**src/rtl/bu_pkg.sv**
```systemverilog
`default_nettype none
// ----------------------------------------------------------------------------
// bu_pkg: shared constants and types of the bilinear upsampler
// Sizes of the stored plane, field widths, fixed-point format and the
// control word that the sequencer sends to the multiply-accumulate unit.
// ----------------------------------------------------------------------------
package bu_pkg;

  // plane limits
  localparam int MAX_HEIGHT   = 64;
  localparam int MAX_WIDTH    = 64;
  localparam int MAX_CHANNELS = 4;
  localparam int MAX_FACTOR   = 8;
  localparam int FRAC_BITS    = 12;

  // field widths
  localparam int OP_W     = 1;
  localparam int CH_W     = 2;
  localparam int COORD_W  = 9;
  localparam int SAMPLE_W = 16;
  localparam int DIM_W    = 7;
  localparam int FAC_W    = 4;
  localparam int CFG_IDX_W  = 2;
  localparam int CFG_DATA_W = 7;

  // derived widths
  localparam int IDX_W     = $clog2(MAX_HEIGHT);          // row / column index
  localparam int CH_ADDR_W = $clog2(MAX_CHANNELS);
  localparam int ADDR_W    = CH_ADDR_W + 2 * IDX_W;
  localparam int DEPTH     = MAX_CHANNELS * MAX_HEIGHT * MAX_WIDTH;
  localparam int ODIM_W    = $clog2(MAX_HEIGHT * MAX_FACTOR) + 1;  // output size
  localparam int DEN_W     = ODIM_W - 1;                  // output size - 1
  localparam int NUM_W     = IDX_W + COORD_W;             // (in-1) * coord
  localparam int QUOT_W    = IDX_W + FRAC_BITS;           // index . fraction
  localparam int WGT_W     = FRAC_BITS + 1;               // 0 .. ONE
  localparam int PROD_W    = 2 * FRAC_BITS + 1;           // weight product
  localparam int TERM_W    = PROD_W + SAMPLE_W;
  localparam int ACC_W     = TERM_W + 1;
  localparam int STEP_W    = $clog2(QUOT_W + 1);

  localparam logic [WGT_W-1:0] ONE = WGT_W'(1 << FRAC_BITS);
  localparam logic [ACC_W-1:0] ROUND_HALF = ACC_W'(64'd1 << (2 * FRAC_BITS - 1));

  // operation codes
  localparam logic [OP_W-1:0] OP_STORE = 1'b0;
  localparam logic [OP_W-1:0] OP_READ  = 1'b1;

  // configuration register indexes
  localparam logic [CFG_IDX_W-1:0] REG_IN_HEIGHT    = 2'd0;
  localparam logic [CFG_IDX_W-1:0] REG_IN_WIDTH     = 2'd1;
  localparam logic [CFG_IDX_W-1:0] REG_SCALE_FACTOR = 2'd2;

  // reset values
  localparam logic [DIM_W-1:0] IN_HEIGHT_RST    = 7'd64;
  localparam logic [DIM_W-1:0] IN_WIDTH_RST     = 7'd64;
  localparam logic [FAC_W-1:0] SCALE_FACTOR_RST = 4'd2;

  // control word for the multiply-accumulate unit
  typedef struct packed {
    logic clear;    // load the rounding constant
    logic load_w;   // register the weight product
    logic load_p;   // register weight * sample
    logic accum;    // add the term into the sum
  } mac_ctrl_t;

endpackage
`default_nettype wire

```
**src/rtl/bu_mac.sv**
```systemverilog
`default_nettype none
// ----------------------------------------------------------------------------
// bu_mac: shared weight multiply-accumulate unit
// Forms one corner weight, scales the sample by it and adds the term to the
// sum. Each multiply is followed by a register.
// ----------------------------------------------------------------------------
module bu_mac (
  input  wire logic                          clk,
  input  wire bu_pkg::mac_ctrl_t             ctrl,
  input  wire logic [bu_pkg::WGT_W-1:0]      wgt_a,
  input  wire logic [bu_pkg::WGT_W-1:0]      wgt_b,
  input  wire logic [bu_pkg::SAMPLE_W-1:0]   sample,
  output logic      [bu_pkg::ACC_W-1:0]      acc
);

  logic [bu_pkg::PROD_W-1:0] wprod_r;
  logic [bu_pkg::TERM_W-1:0] term_r;
  logic [bu_pkg::ACC_W-1:0]  acc_r;

  always_ff @(posedge clk) begin
    // weight product, at most ONE * ONE
    if (ctrl.load_w) begin
      wprod_r <= bu_pkg::PROD_W'(wgt_a * wgt_b);
    end
    // weighted sample
    if (ctrl.load_p) begin
      term_r <= bu_pkg::TERM_W'(wprod_r * sample);
    end
    // sum starts at one half for rounding
    if (ctrl.clear) begin
      acc_r <= bu_pkg::ROUND_HALF;
    end else if (ctrl.accum) begin
      acc_r <= acc_r + bu_pkg::ACC_W'(term_r);
    end
  end

  assign acc = acc_r;

endmodule
`default_nettype wire

```
**config.mk**
```make
export PLATFORM = sky130hd
export DESIGN_NAME = bu_mac
export DESIGN_NICKNAME = d
export VERILOG_FILES = /design/src/rtl/bu_pkg.sv /design/src/rtl/bu_mac.sv
export SDC_FILE = /design/constraint.sdc
export NUM_CORES = 2
export LEC_CHECK = 0
export BUFFER_PORTS_ARGS = -buffer_cell sky130_fd_sc_hd__buf_2
export CAP_MARGIN = 20
export CORE_AREA = 3 3 287 289
export DETAILED_ROUTE_END_ITERATION = 12
export DIE_AREA = 0 0 290 292
export SLEW_MARGIN = 20
export SYNTH_ARGS = -nofsm -noshare
export SYNTH_HDL_FRONTEND = slang
export SYNTH_SLANG_ARGS = --single-unit
```
**constraint.sdc**
```tcl
create_clock -name clk -period 6.36 [get_ports clk]
set_input_delay 0.636 -clock clk [delete_from_list [all_inputs] [get_ports clk]]
set_output_delay 0.636 -clock clk [all_outputs]
set_load 0.01 [all_outputs]
```
# After elaboration in Yosys (flattened, before gate mapping)

Index checks and enable logic that the tools add are counted.

Flip-flop bits (word level): 108
Input port bits: 47
Output and inout bits: 42
Logic and storage cells: 6

Add/subtract/negate cells: 1
$mul: 2

Operators with widths:

| cell                                           | count |
|---|---|
| 42-bit by 41-bit adder with 42-bit output      | 1 |
| 25-bit by 16-bit multiplier with 41-bit output | 1 |
| 13-bit by 13-bit multiplier with 25-bit output | 1 |

# Longest topological paths before layout

Word-level depth: 1
Depth in mapped cells: 25
Gate-level depth less buffers: 23

# Worst setup path after synthesis

No wires, ideal clock.

Path type: input port to flip-flop
From: input sample[1] in the netlist's numbering
To: register term_r[40] in the netlist's numbering (data pin)
Setup time: 0.255 ns
Arrival time: 6.241 ns
Required time: 6.105 ns
Setup slack: -0.136 ns
Stages on the path: 24
Path buffers: 2
Cells stage by stage: clkbuf_1 > nand2_1 > fa_1 > inv_1 > fa_1 > inv_1 > fa_1 > inv_1 > fa_1 > fa_1 > inv_1 > fa_1 > inv_1 > ha_1 > clkbuf_1 > a21o_1 > o21bai_1 > a2111oi_0 > a41o_1 > nor3_4 > nand2_2 > a21o_1 > or4_1 > and3_1

Longest elaborated chain between the ends: 1

RTL lines:

| element                                        | line         | RTL |
|---|---|---|
| start, declared                                | bu_mac.sv:12 | `input wire logic [bu_pkg::SAMPLE_W-1:0] sample,` |
| 25-bit by 16-bit multiplier with 41-bit output | bu_mac.sv:27 | `term_r <= bu_pkg::TERM_W'(wprod_r * sample);` |
| end signal, assigned                           | bu_mac.sv:27 |  |
| end, declared                                  | bu_mac.sv:17 | `logic [bu_pkg::TERM_W-1:0] term_r;` |

No other way between the ends.
A chain may end at the register's enable or synchronous reset.

# Worst setup path in the final report

From: register wprod_r[5] in the netlist's numbering
To: register term_r[40] in the netlist's numbering (data pin)

Longest elaborated chain between the ends: 1

RTL lines:

| element                                        | line         | RTL |
|---|---|---|
| start, declared                                | bu_mac.sv:16 | `logic [bu_pkg::PROD_W-1:0] wprod_r;` |
| start signal, assigned                         | bu_mac.sv:23 | `wprod_r <= bu_pkg::PROD_W'(wgt_a * wgt_b);` |
| 25-bit by 16-bit multiplier with 41-bit output | bu_mac.sv:27 |  |

No other way between the ends.

==> impl_metrics.json <==
{
  "status": "completed",
  "syn_avg_cell_area_um2": 8.98,
  "ys_ff_latch": 108,
  "wl_per_cell_um": 14.7,
  "place_congestion": 0.845,
  "dieArea_um2": 84700,
  "worstSkewPairLatency_ns": 0.39,
  "grt_usage": 0.137,
  "cts_tree": "yes",
  "totalWireLength_mm": 57.1,
  "finClkSkew_ns": 0.0121,
  "synthesis.nets": 3369,
  "crit_start": "wprod_r[5]",
  "ctsHtreeMaxLevel": 3,
  "min_path_cells": 2,
  "path_buf_inv": 5,
  "grt_max_degree": 43,
  "max-slew-margin-rel": 0.430,
  "hp-class": "reg -> reg",
  "maxCapViolCount": 0,
  "layout_commonest_cell": "inv_1",
  "postRouteAntennaNets": 0,
  "layout.nets": 3523,
  "clkSinkCount": 108,
  "nFillCells": 8356,
  "arrival_ns": 6.47,
  "cts_buffers": 9,
  "drv_slew": 0,
  "grt_setup_unrepaired": "true",
  "critPathSlowestCell": "fa_1",
  "synthFlopType": "edfxtp_1",
  "hpwl_mm": 48.7,
  "worstMarginPinSlew_ns": 0.855,
  "cts_buffer_depth": 2,
  "ys_warn_count": 0,
  "max_stage_delay_ns": 0.57,
  "seq_area_frac_synth": 0.118,
  "reg2reg_depth": 22,
  "cp_max_fo": 5,
  "firstDrtPassIters": 5,
  "setup_tns_ns": 0,
  "ioPinCount": 89,
  "core_um2": 80200,
  "hold_path_end": "acc[41]",
  "worstPathCellList": "buf_6 -> buf_4 -> nand2_2 -> fa_1 -> inv_2 -> fa_1 -> fa_1 -> fa_1 -> fa_1 -> inv_2 -> fa_1 -> inv_1 -> ha_4 -> a21o_1 -> a21o_1 -> a21oi_2 -> a41o_1 -> nor3_4 -> nand2_2 -> a21o_1 -> or4_1 -> and3_1",
  "hold_viol": 0,
  "finalCritPeriodShare": 0.993,
  "drive_above_1_share": 0.114,
  "layout.cells.most_common_list": "inv_1, fa_1, nand2_1",
  "drt_iter0_drc": 675,
  "ys_types": 70,
  "antenna_found_initial": 7,
  "hp-start": "acc[41]",
  "reg2reg_from": "wprod_r[5]",
  "start_kind": "register",
  "synth_top_area_share": 0.370,
  "netlist_instances": 2659,
  "grt_pass1_vias": 18400,
  "die_w_um": 290,
  "grt_pass1_wl_mm": 96.1,
  "path_clk_slew_ns": 0.08,
  "grt_overflow": 0,
  "worstReg2RegEnd": "term_r[40]",
  "synth_edf_count": 66,
  "rrSetupSlack_ns": 0.04,
  "cp_common_cell": "fa_1",
  "rows": 104,
  "vias": 17700,
  "vias_per_cell": 4.55,
  "syn_to_final_growth_pct": 13.3,
  "die-height_um": 292,
  "synth_largest_area_cell": "fa_1",
  "criticalPathCategory": "reg -> reg",
  "path_delay_family": "adder cells",
  "synth_area_leaders": "fa_1, ha_1, edfxtp_1, inv_1, and2_1",
  "start_util": 0.298,
  "setup_viol": 0,
  "cts_root_buf": "clkbuf_16",
  "post-route-min-period_ns": 6.32,
  "fmax_ghz": 0.158,
  "cp.required_ns": 6.51,
  "async_reset_ff_frac": 0,
  "hold-worst-slack_ns": 0.491,
  "crit_path_end_kind": "register",
  "synth.cell_area_um2": 23900,
  "drcViolationCount": 0,
  "port_buffers": 88
}
cell type report:
| cell class | instances | area (um2) | area share |
|---|---|---|---|
| Clock inverter | 6 | 47.5 | 0.00176 |
| Inverter | 506 | 1900 | 0.0702 |
| Multi-Input combinational cell | 1931 | 18900 | 0.700 |
| Clock buffer | 10 | 229 | 0.00846 |
| Tap cell | 1060 | 1330 | 0.0490 |
| Sequential cell | 108 | 2820 | 0.104 |
| Antenna cell | 4 | 10.0 | 0.000370 |
| Timing Repair Buffer | 257 | 1790 | 0.0663 |
kinds of logic after synthesis:
group / Yosys count / synth area share
multiplexers: 25 / 0.0105
AND/OR/NAND/NOR: 834 / 0.169
buffers and inverters: 620 / 0.0975
XOR/XNOR: 88 / 0.0323
AO/OA/AOI/OAI: 321 / 0.0866
adder cells (fa/ha/maj): 663 / 0.486
flip-flops: 108 / 0.118
through the flow:
step	utilization	instance area (um2)	setup WS [ns]	std cells
2_1_floorplan	-	23900	0.0188	2659
3_3_place_gp	0.328	26300	-0.294	3828
3_5_place_dp	0.328	26300	-0.365	3828
4_1_cts	0.333	26700	0.0271	3857
5_1_grt	0.338	27100	-0.144	3879
6_report	0.338	27100	0.0423	3882
per-layer routing:
metal,global-route usage,share of wire,up-vias
met5,0,0.00023,-
li1,-,-,8574
met1,0.193,0.47,8669
met2,0.223,0.46,374
met4,0.0242,0.011,2
met3,0.0275,0.058,45
sequential cells by signal, summed over array words and instances, names as in the netlist:
register / cells
term_r: 41
acc: 42
wprod_r: 25
cell usage after synthesis, drive strengths merged, types with 5 or more instances:
library cell and instances:
o21ai 57, o22ai 5, nor2 95, a31oi 12, a21oi 103, fa 441, o21a 9, nand2 381
o211ai 9, a2111oi 6, edfxtp 66, a211oi 15, dfxtp 42, xor2 31, ha 222, xnor2 57
clkbuf 111, nor2b 9, nor3 14, a21o 55, mux2i 24, inv 506, nand4 11, o21bai 14
and2 258, nand3 20, and3 14, nand2b 12
repair_timing:
item                       4_1_cts  5_1_grt
buffers inserted                13       21
resized for setup                2       49
hold buffers                     0        0
pin swaps                        0       32
setup endpoints to repair        6       12
worst max-delay path by stage:
stage | end | slack (ns) | depth (start not counted)
2_1_floorplan | term_r[35] | 0.02 | 23
3_3_place_gp | term_r[33] | -0.29 | 22
3_5_place_dp | term_r[33] | -0.36 | 22
4_1_cts | term_r[40] | 0.03 | 20
5_1_grt | term_r[40] | -0.14 | 22
6_report | term_r[40] | 0.04 | 22
tightest hold or removal path: stages, from the launching register on:
cell	delay (ns)
dfxtp_1	0.33
nand3_1	0.06
a21oi_1	0.05
Power is left out: the tool's default activity adds up to more than one toggle a clock period on the data nets, which glitch-free logic cannot reach.
