### src/rtl/bu_pkg.sv
`default_nettype none
// ----------------------------------------------------------------------------
// bu_pkg: shared constants and types of the bilinear upsampler
// Sizes of the stored plane, field widths, fixed-point format and the
// control word that the sequencer sends to the multiply-accumulate unit.
// ----------------------------------------------------------------------------
package bu_pkg;

  // plane limits
  localparam int MAX_HEIGHT   = 64;
  localparam int MAX_WIDTH    = 64;
  localparam int MAX_CHANNELS = 4;
  localparam int MAX_FACTOR   = 8;
  localparam int FRAC_BITS    = 12;

  // field widths
  localparam int OP_W     = 1;
  localparam int CH_W     = 2;
  localparam int COORD_W  = 9;
  localparam int SAMPLE_W = 16;
  localparam int DIM_W    = 7;
  localparam int FAC_W    = 4;
  localparam int CFG_IDX_W  = 2;
  localparam int CFG_DATA_W = 7;

  // derived widths
  localparam int IDX_W     = $clog2(MAX_HEIGHT);          // row / column index
  localparam int CH_ADDR_W = $clog2(MAX_CHANNELS);
  localparam int ADDR_W    = CH_ADDR_W + 2 * IDX_W;
  localparam int DEPTH     = MAX_CHANNELS * MAX_HEIGHT * MAX_WIDTH;
  localparam int ODIM_W    = $clog2(MAX_HEIGHT * MAX_FACTOR) + 1;  // output size
  localparam int DEN_W     = ODIM_W - 1;                  // output size - 1
  localparam int NUM_W     = IDX_W + COORD_W;             // (in-1) * coord
  localparam int QUOT_W    = IDX_W + FRAC_BITS;           // index . fraction
  localparam int WGT_W     = FRAC_BITS + 1;               // 0 .. ONE
  localparam int PROD_W    = 2 * FRAC_BITS + 1;           // weight product
  localparam int TERM_W    = PROD_W + SAMPLE_W;
  localparam int ACC_W     = TERM_W + 1;
  localparam int STEP_W    = $clog2(QUOT_W + 1);

  localparam logic [WGT_W-1:0] ONE = WGT_W'(1 << FRAC_BITS);
  localparam logic [ACC_W-1:0] ROUND_HALF = ACC_W'(64'd1 << (2 * FRAC_BITS - 1));

  // operation codes
  localparam logic [OP_W-1:0] OP_STORE = 1'b0;
  localparam logic [OP_W-1:0] OP_READ  = 1'b1;

  // configuration register indexes
  localparam logic [CFG_IDX_W-1:0] REG_IN_HEIGHT    = 2'd0;
  localparam logic [CFG_IDX_W-1:0] REG_IN_WIDTH     = 2'd1;
  localparam logic [CFG_IDX_W-1:0] REG_SCALE_FACTOR = 2'd2;

  // reset values
  localparam logic [DIM_W-1:0] IN_HEIGHT_RST    = 7'd64;
  localparam logic [DIM_W-1:0] IN_WIDTH_RST     = 7'd64;
  localparam logic [FAC_W-1:0] SCALE_FACTOR_RST = 4'd2;

  // control word for the multiply-accumulate unit
  typedef struct packed {
    logic clear;    // load the rounding constant
    logic load_w;   // register the weight product
    logic load_p;   // register weight * sample
    logic accum;    // add the term into the sum
  } mac_ctrl_t;

endpackage
`default_nettype wire

### src/rtl/bu_div.sv
`default_nettype none
// ----------------------------------------------------------------------------
// bu_div: iterative restoring divider
// Divides num * 2^FRAC_BITS by den, one quotient bit per cycle. The integer
// part is known to fit IDX_W bits, so the leading quotient bits are skipped
// and the partial remainder starts from the top of num. A zero divisor
// returns zero.
// ----------------------------------------------------------------------------
module bu_div (
  input  wire logic                       clk,
  input  wire logic                       rst_n,
  input  wire logic                       start,
  input  wire logic [bu_pkg::NUM_W-1:0]   num,
  input  wire logic [bu_pkg::DEN_W-1:0]   den,
  output logic                            done,
  output logic [bu_pkg::QUOT_W-1:0]       quot
);

  logic                          busy_r, busy_nxt;
  logic                          done_r, done_nxt;
  logic [bu_pkg::STEP_W-1:0]     step_r, step_nxt;
  logic [bu_pkg::DEN_W-1:0]      rem_r, rem_nxt;
  logic [bu_pkg::DEN_W-1:0]      den_r, den_nxt;
  logic [bu_pkg::QUOT_W-1:0]     shin_r, shin_nxt;
  logic [bu_pkg::QUOT_W-1:0]     quot_r, quot_nxt;

  logic [bu_pkg::DEN_W:0]        trial;
  logic                          fits;

  // one trial subtraction
  assign trial = {rem_r, shin_r[bu_pkg::QUOT_W-1]};
  assign fits  = trial >= {1'b0, den_r};

  always_comb begin
    busy_nxt = busy_r;
    done_nxt = 1'b0;
    step_nxt = step_r;
    rem_nxt  = rem_r;
    den_nxt  = den_r;
    shin_nxt = shin_r;
    quot_nxt = quot_r;
    if (start) begin
      den_nxt  = den;
      rem_nxt  = num[bu_pkg::NUM_W-1:bu_pkg::IDX_W];
      shin_nxt = {num[bu_pkg::IDX_W-1:0], {bu_pkg::FRAC_BITS{1'b0}}};
      quot_nxt = '0;
      step_nxt = '0;
      if (den == '0) begin
        done_nxt = 1'b1;
      end else begin
        busy_nxt = 1'b1;
      end
    end else if (busy_r) begin
      rem_nxt  = fits ? bu_pkg::DEN_W'(trial - {1'b0, den_r})
                      : trial[bu_pkg::DEN_W-1:0];
      shin_nxt = {shin_r[bu_pkg::QUOT_W-2:0], 1'b0};
      quot_nxt = {quot_r[bu_pkg::QUOT_W-2:0], fits};
      step_nxt = step_r + 1'b1;
      if (step_r == bu_pkg::STEP_W'(bu_pkg::QUOT_W - 1)) begin
        busy_nxt = 1'b0;
        done_nxt = 1'b1;
      end
    end
  end

  always_ff @(posedge clk) begin
    if (!rst_n) begin
      busy_r <= 1'b0;
      done_r <= 1'b0;
    end else begin
      busy_r <= busy_nxt;
      done_r <= done_nxt;
    end
    step_r <= step_nxt;
    rem_r  <= rem_nxt;
    den_r  <= den_nxt;
    shin_r <= shin_nxt;
    quot_r <= quot_nxt;
  end

  assign done = done_r;
  assign quot = quot_r;

endmodule
`default_nettype wire

### config.mk
export PLATFORM = sky130hd
export DESIGN_NAME = bu_div
export DESIGN_NICKNAME = d
export VERILOG_FILES = /design/src/rtl/bu_pkg.sv /design/src/rtl/bu_div.sv
export SDC_FILE = /design/constraint.sdc
export NUM_CORES = 1
export LEC_CHECK = 0
export BUFFER_PORTS_ARGS = -buffer_cell sky130_fd_sc_hd__clkbuf_2
export CORE_MARGIN = 3
export CORE_UTILIZATION = 30
export CTS_CLUSTER_SIZE = 14
export DETAILED_ROUTE_END_ITERATION = 6
export GPL_ROUTABILITY_DRIVEN = 0
export GPL_TIMING_DRIVEN = 0
export PLACE_DENSITY = 0.5
export SKIP_CTS_REPAIR_TIMING = 1
export SYNTH_ARGS = -nofsm -noshare
export SYNTH_HDL_FRONTEND = slang
export SYNTH_SLANG_ARGS = --single-unit
### constraint.sdc
create_clock -name clk -period 3.6 [get_ports clk]
set_input_delay 0.72 -clock clk [delete_from_list [all_inputs] [get_ports clk]]
set_output_delay 0.72 -clock clk [all_outputs]
set_load 0.005 [all_outputs]
Word-level counts from Yosys, hierarchy flattened. Cells that the tools add are included. W data, S select, Z words.

Logic and storage cells: 27. Output and inout bits: 19. Bits of input ports: 27. Bits in registers: 49.

Magnitude comparators: 1. Reduce and logical (&&, ||, !) cells: 2. Equality and inequality tests: 2. Add/subtract/negate cells: 2. Muxes and demuxes: 13.

Operators with widths (number): $mux W18 (2); $mux W9 (3); $ge A10 B9 Y1 (1); $logic_not A9 Y1 (1); $sub A9 B9 Y9 (1); $mux W1 (8); $add A5 B1 Y5 const B (1); $eq A5 B5 Y1 const B (1); $ne A2 B2 Y1 const B (1); $reduce_bool A2 Y1 (1).

Depth between registers and ports, before layout. Gate-level depths: netlist of run 1.

Word-level depth: 4. Depth in mapped cells: 9. Mapped depth without buffers: 9.

Worst setup path after synthesis of run 1. OpenSTA, ideal clock, no wires.

Path kind: flip-flop to flip-flop. Start point: reg shin_r[17] (netlist bit). End point: reg rem_r[0] (netlist bit), data pin. Data arrival time: 1972 ps. Required time: 3330 ps. Path slack: 1358 ps. Setup time: 270 ps. Path buffers: 0. Period minus slack after synthesis: 2242 ps. Stages on the path, launching flop included: 10. Path through: edfxtp_1 -> inv_1 -> ha_1 -> inv_1 -> fa_1 -> a211oi_1 -> o21ai_2 -> a21o_2 -> a211oi_2 -> a311oi_2.

Longest elaborated chain between the ends: 4. Elaborated cells between the ends (all ways): 5. Those cells by class: add/sub (1); order compare (1); mux (3).

Ends and longest elaborated chain: start, declared (line bu_div.sv:24) `logic [bu_pkg::QUOT_W-1:0] shin_r, shin_nxt;`; start signal, assigned (line bu_div.sv:77) `shin_r <= shin_nxt;`; $sub A9 B9 Y9 / $ge A10 B9 Y1 (equally long branches) (line bu_div.sv:54, bu_div.sv:32); $mux W9 * (line bu_div.sv:54) `rem_nxt = fits ? bu_pkg::DEN_W'(trial - {1'b0, den_r})`; $mux W9 * (line bu_div.sv:53) `end else if (busy_r) begin`; $mux W9 * (line bu_div.sv:42) `if (start) begin`; net rem_nxt (one bit) (line bu_div.sv:22) `logic [bu_pkg::DEN_W-1:0] rem_r, rem_nxt;`; end signal, assigned (line bu_div.sv:75) `rem_r <= rem_nxt;`; end, declared (line bu_div.sv:22).

Mark *: on every way through the listed nets, which the timed path passes. The rest lies on a longest branch. The select of a mux whose other input is x is not followed. A chain may end at the register's enable or synchronous reset.

Worst setup path after layout of run 1. Same ends and word-level chain as after synthesis.

==> results of run 1 <==
power by group through the flow:
stage | logic, W | registers, W | clock network [W]
4_1_cts | 0.000468 | 0.000684 | 0.000379
5_1_grt | 0.000520 | 0.000689 | 0.000391
2_1_floorplan | 0.000363 | 0.000683 | 0
3_3_place_gp | 0.000461 | 0.000697 | 0
3_5_place_dp | 0.000465 | 0.000697 | 0
6_report | 0.000463 | 0.000683 | 0.000358
synthesized netlist by cell type (2+ instances only):
master | n | area share [%]
edfxtp_1 | 24 | 29
dfxtp_1 | 25 | 20
buf_6 | 2 | 0.92
xor2_1 | 5 | 1.8
nor2_1 | 26 | 4.0
a21o_1 | 2 | 0.61
nand2_1 | 12 | 1.8
o311ai_1 | 2 | 0.72
inv_1 | 15 | 2.3
nor3_1 | 4 | 0.82
mux2i_1 | 17 | 7.0
o21ai_0 | 6 | 1.2
o31ai_1 | 2 | 0.61
ha_1 | 11 | 5.6
xnor2_1 | 3 | 1.1
o211ai_1 | 5 | 1.5
nand3_1 | 4 | 0.82
clkbuf_1 | 4 | 0.61
nand4_1 | 5 | 1.3
nor2b_1 | 2 | 0.51
mux2_2 | 5 | 2.3
nor4_1 | 3 | 0.77
buf_2 | 2 | 0.41
a211oi_1 | 2 | 0.61
nand2b_1 | 3 | 0.77
o2111ai_1 | 3 | 1.1
a21oi_1 | 6 | 1.2
o21ai_1 | 2 | 0.41
a31oi_1 | 3 | 0.77
stage by stage:
step / worst slack (ns) / power [W]
final: 1.08 / 0.00150
after global routing: 0.837 / 0.00160
after CTS: 1.03 / 0.00153
after detailed placement: 1.09 / 0.00116
after global placement: 1.11 / 0.00116
after floorplan: 1.36 / 0.00105
logic make-up (layout without fill, tap and decap cells):
group,after synthesis,in the layout,share of synthesized area [%]
adder cells (fa/ha/maj),12,12,6.44
AO/OA/AOI/OAI,44,44,14.1
flip-flops,49,49,49.9
AND/OR/NAND/NOR,65,65,12.4
buffers and inverters,25,78,5.01
multiplexers,22,22,9.25
XOR/XNOR,8,8,2.86
metal layers:
| metal | share of wire, % | vias up | global-route usage, % | wire length (um) |
|---|---|---|---|---|
| li1 | - | 916 | - | - |
| met2 | 49 | 35 | 20.2 | 2550 |
| met3 | 4.3 | 5 | 2.81 | 224 |
| met4 | 1.1 | 0 | 3.50 | 58 |
| met5 | 0 | - | 0 | 0 |
| met1 | 45 | 871 | 15.4 | 2360 |
critical path, cell delays in order (launching register included):
cell      delay (ns)
edfxtp_1        0.44
inv_1           0.08
ha_1            0.16
inv_1           0.05
fa_1            0.42
a211oi_1        0.35
o21ai_2         0.18
a21oi_4         0.23
nor2_2          0.09
a311oi_2        0.32
worst paths after layout:
kind         startpoint       end  slack, ns  depth (start not counted)
max          shin_r[17]  rem_r[0]       1.08                          9
min            quot[17]  quot[17]       0.52                          2
max reg2reg  shin_r[17]  rem_r[0]       1.08                          9
min reg2reg    quot[17]  quot[17]       0.52                          2
area by class of cell:
type / count / share of cell area (%)
sequential: 49 / 42.1
multi-input combinational: 151 / 38.1
timing repair buffer: 45 / 7.77
tap: 102 / 4.40
clock buffer: 5 / 2.37
buffer: 9 / 2.16
inverter: 16 / 2.07
clock inverter: 3 / 0.993
sequential cells by signal (all words and copies together), names as in the netlist:
register	count
quot	18
den_r	9
rem_r	9
shin_r	6
step_r	5
busy_r	1
done	1
==> impl_results.md, run 1 <==
- Run status: complete, no violations
- Routed WL per cell: 13.7 um
- Crit path required time: 3.73 ns
- Global Route Usage Sum: 12.1%
- Net switching power: 0.000507 W
- Sequential power share: 45.4%
- Static Leak: 1.20 nW
- Fin Hold WS: 0.519 ns
- Post-DP Area: 0.00280 mm^2
- Least-Margin Pin Slew: 0.737 ns
- Placed Cells: 372
- IO buf count: 45
- Register area share after synthesis: 49.9%
- FFs w/ async S/R, synth: 0%
- Global-route wire length before repair: 8580 um
- Clock transition at path regs: 0.11 ns
- Final Critical Period: 2.52 ns
- Synth Register Bits: 49
- YS warnings: 0
- H-tree levels: 2
- Fin cells: 380
- Tcrit/Tclk final: 69.9%
- Final Util: 37.1%
- Post-Syn Area: 0.00245 mm^2
- Area occupied by multi-input gates: 0.00110 mm^2
- CP arrival: 2.64 ns
- Peak supply drop: 0.154 mV
- # setup viols final: 0
- CTS Buf Count: 5
- Core Area: 0.00781 mm^2
- Die Y: 96.3 um
- DR iter-0 viols: 83
- Layout area overhead: 18.4%
- Post-synth EDFFs: 24
- Initial antenna violation count: 0
- CTS Buffer Depth: 2
- Sinks on Clock Net: 49
- Final Skew: 0.0123 ns
- Worst hold path class: register to register
- RSZ-0062 raised after global routing: false
- Slew margin rel.: 50.5%
- CTS tree: built
- WS Path Type: register to register
- Vias: 1827
- Critical path launch point type: register
- Final slew viol count: 0
- Most frequent cells in the layout: clkbuf_2 (45), nor2_1 (26), dfxtp_1 (25)
- Max-cap viol count: 0
- Synthesized instance count: 225
- Avg Inst Size Synth: 10.9 um^2
- DPL Wire Length: 3950 um
- Overall routed net length: 5190 um
- Power per standard cell area: 519 mW/mm^2
- Die width: 96.3 um
- Vias per std cell: 4.81
- Most used DFF post-synth: dfxtp_1
- # nets final: 316
- Most common cell after layout, fill and taps aside: clkbuf_2
- Register area: 0.00122 mm^2
- Initial Utilization: 31.3%
- Syn Nets: 264
- Comb pwr share: 30.8%
- Post-DRT Antenna Nets: 0
- Setup crit end kind: register
- Fillers: 811
- Drt first pass iters: 4
- DRC: 0
- Internal cell power: 0.000996 W
- Clk_lat worst skew: 0.31 ns
- Core Rows: 32
- Clk pwr share: 23.8%
- Num ports: 46
- Crit Path Max Fanout: 6
- Final Hold Viols: 0
- Switching portion of total power: 33.7%
- Clock root buffer: clkbuf_8
- Layout cell share with drive strength beyond 1: 25.9%
- Vias in the first global route: 1792
- Fmax: 397 MHz
- Die Footprint: 0.00928 mm^2
- Grt ovf: 0
- Setup TNS: 0 ns
- Largest net degree at the start of global routing: 19
- Distinct cell type count after synthesis: 49
- Diodes inserted: 0
- Final Cell Area: 0.00290 mm^2
Power figures use the tool's default switching activity.
==> inputs of run 2 (changes only) <==
clock period = 2.55 ns   (was 3.6 ns; I/O delays follow)
==> run 2 against run 1 <==
  * Clock-buffer cell count unchanged
  * Die area unchanged
  * Combinational power increased by 49%
  * Flip-flop and latch count unchanged
  * Register-to-register slack got worse by 0.89 ns
  * Fmax increased by 6.8%
  * First-iteration DRC count decreased by 18%
  * Cell count increased by 0.79%
  * Critical path depth increased by 1
  * Non-clock buffer count increased by 3
==> impl_results.md, run 2 (synthesis gave the netlist of run 1 again) <==
- Global-route wire length before repair: 8580 um
- Final Cell Area: 0.00293 mm^2
- Slew margin rel.: 50.7%
- Routed WL per cell: 13.6 um
- Metal3 WL: 266 um
- Vias in the first global route: 1792
- RSZ-0062 raised after global routing: false
- WS Path Type: register to register
- Diodes inserted: 0
- CTS Buf Count: 5
- Layout cell share with drive strength beyond 1: 27.4%
- CP arrival: 2.49 ns
- Post-DP Area: 0.00280 mm^2
- Worst hold path class: input port to register
- Sinks on Clock Net: 49
- Core Rows: 32
- DRC: 0
- Setup TNS: 0 ns
- Power per standard cell area: 735 mW/mm^2
- Most frequent CP cell: inv_1
- Clk_lat worst skew: 0.31 ns
- Die width: 96.3 um
- Drt first pass iters: 4
- Die Footprint: 0.00928 mm^2
- Clock root buffer: clkbuf_8
- Vias per std cell: 4.79
- WP buf/inv: 3
- Initial antenna violation count: 0
- CTS tree: built
- Largest net degree at the start of global routing: 19
- # setup viols final: 0
- WL met1: 2330 um
- Final Critical Period: 2.36 ns
- Final slew viol count: 0
- Global Route Usage Sum: 12.1%
- Run status: complete, no violations
- CP delay by family, top: compound AO/OA/AOI/OAI gates
- Setup crit end kind: register
- Most common cell after layout, fill and taps aside: clkbuf_2
- Post-DRT Antenna Nets: 0
- # nets final: 319
- Vias: 1835
- Fillers: 807
- Fin Hold WS: 0.386 ns
- Worst path max stage delay: 0.43 ns
- Final Util: 37.6%
- Least-Margin Pin Slew: 0.734 ns
- CTS Buffer Depth: 2
- Initial Utilization: 31.3%
- DR WL met2: 2560 um
- DR iter-0 viols: 68
- Fmax: 425 MHz
- CP Cell Sequence: inv_1 -> ha_1 -> inv_1 -> fa_2 -> a211oi_2 -> o21ai_2 -> a21oi_4 -> buf_4 -> nor3_1 -> o31ai_1
- Peak supply drop: 0.219 mV
- Total power: 0.00216 W
- Num ports: 46
- Clock transition at path regs: 0.10 ns
- Top routing layer used: met4
- H-tree levels: 2
- Core Area: 0.00781 mm^2
- Crit Path Max Fanout: 4
- Die Y: 96.3 um
- Max-cap viol count: 0
- Final Hold Viols: 0
- Crit path required time: 2.68 ns
- Most frequent cells in the layout: clkbuf_2 (45), nor2_1 (26), dfxtp_1 (25)
- Grt ovf: 0
- Overall routed net length: 5210 um
- CP max-delay cell: edfxtp_1
- Layout area overhead: 19.9%
- Max FFs per register: 18
- Static Leak: 1.21 nW
- DPL Wire Length: 3950 um
- Final Skew: 0.0129 ns
- Tcrit/Tclk final: 92.4%
- IO buf count: 45
- Critical path launch point type: register
==> run 2: cell count changes in the layout (fill, tap and decap cells not counted) <==
cell	change
a21o_2	-1
buf_4	+3
fa_1	-1
a211oi_2	+1
fa_2	+1
a21o_4	+1
a211oi_1	-1
==> run 2: report_power, final <==
part | total (W) | internal, W | switching (W) | leakage (nW)
Combinational | 0.000689 | 0.000308 | 0.000381 | 0.720
Sequential | 0.000963 | 0.000917 | 0.0000464 | 0.443
Clock | 0.000503 | 0.000208 | 0.000296 | 0.0511
Total | 0.00216 | 0.00143 | 0.000723 | 1.21
==> run 2: path summary, 6_finish.rpt <==
kind / start / endpoint / slack (ns) / depth (start not counted)
max: shin_r[17] / rem_r[2] / 0.19 / 10
min: den[3] / den_r[3] / 0.39 / 1
max reg2reg: shin_r[17] / rem_r[2] / 0.19 / 10
min reg2reg: quot[0] / quot[0] / 0.52 / 2
==> run 2: stage by stage <==
step | worst slack [ns] | std cells
final | 0.194 | 383
after global routing | 0.0524 | 383
after CTS | -0.0214 | 380
after detailed placement | 0.0355 | 372
after global placement | 0.0562 | 372
after floorplan | 0.308 | 225
==> run 2: metal layers <==
layer	up-vias	global-route usage, %
met5	-	0
met4	0	3.50
met3	5	2.81
met2	41	20.2
met1	866	15.4
li1	923	-
==> run 2: final cells by class <==
class                      count  area [um^2]  share of cell area (%)
tap                          102          128                    4.35
clock inverter                 3         28.8                   0.981
buffer                         9         62.6                    2.13
inverter                      16         60.1                    2.05
clock buffer                   5         68.8                    2.35
timing repair buffer          48          248                    8.44
sequential                    49         1220                    41.6
multi-input combinational    151         1120                    38.1
==> run 2: worst reg2reg max path: cells and delay by family (launching register included) <==
family | cells | cell delay [ns]
buffers and inverters | 3 | 0.28
and+or+nand+nor | 1 | 0.04
AOI/OAI and AO/OA | 4 | 0.90
adders and majority gates | 2 | 0.53
DFF | 1 | 0.43
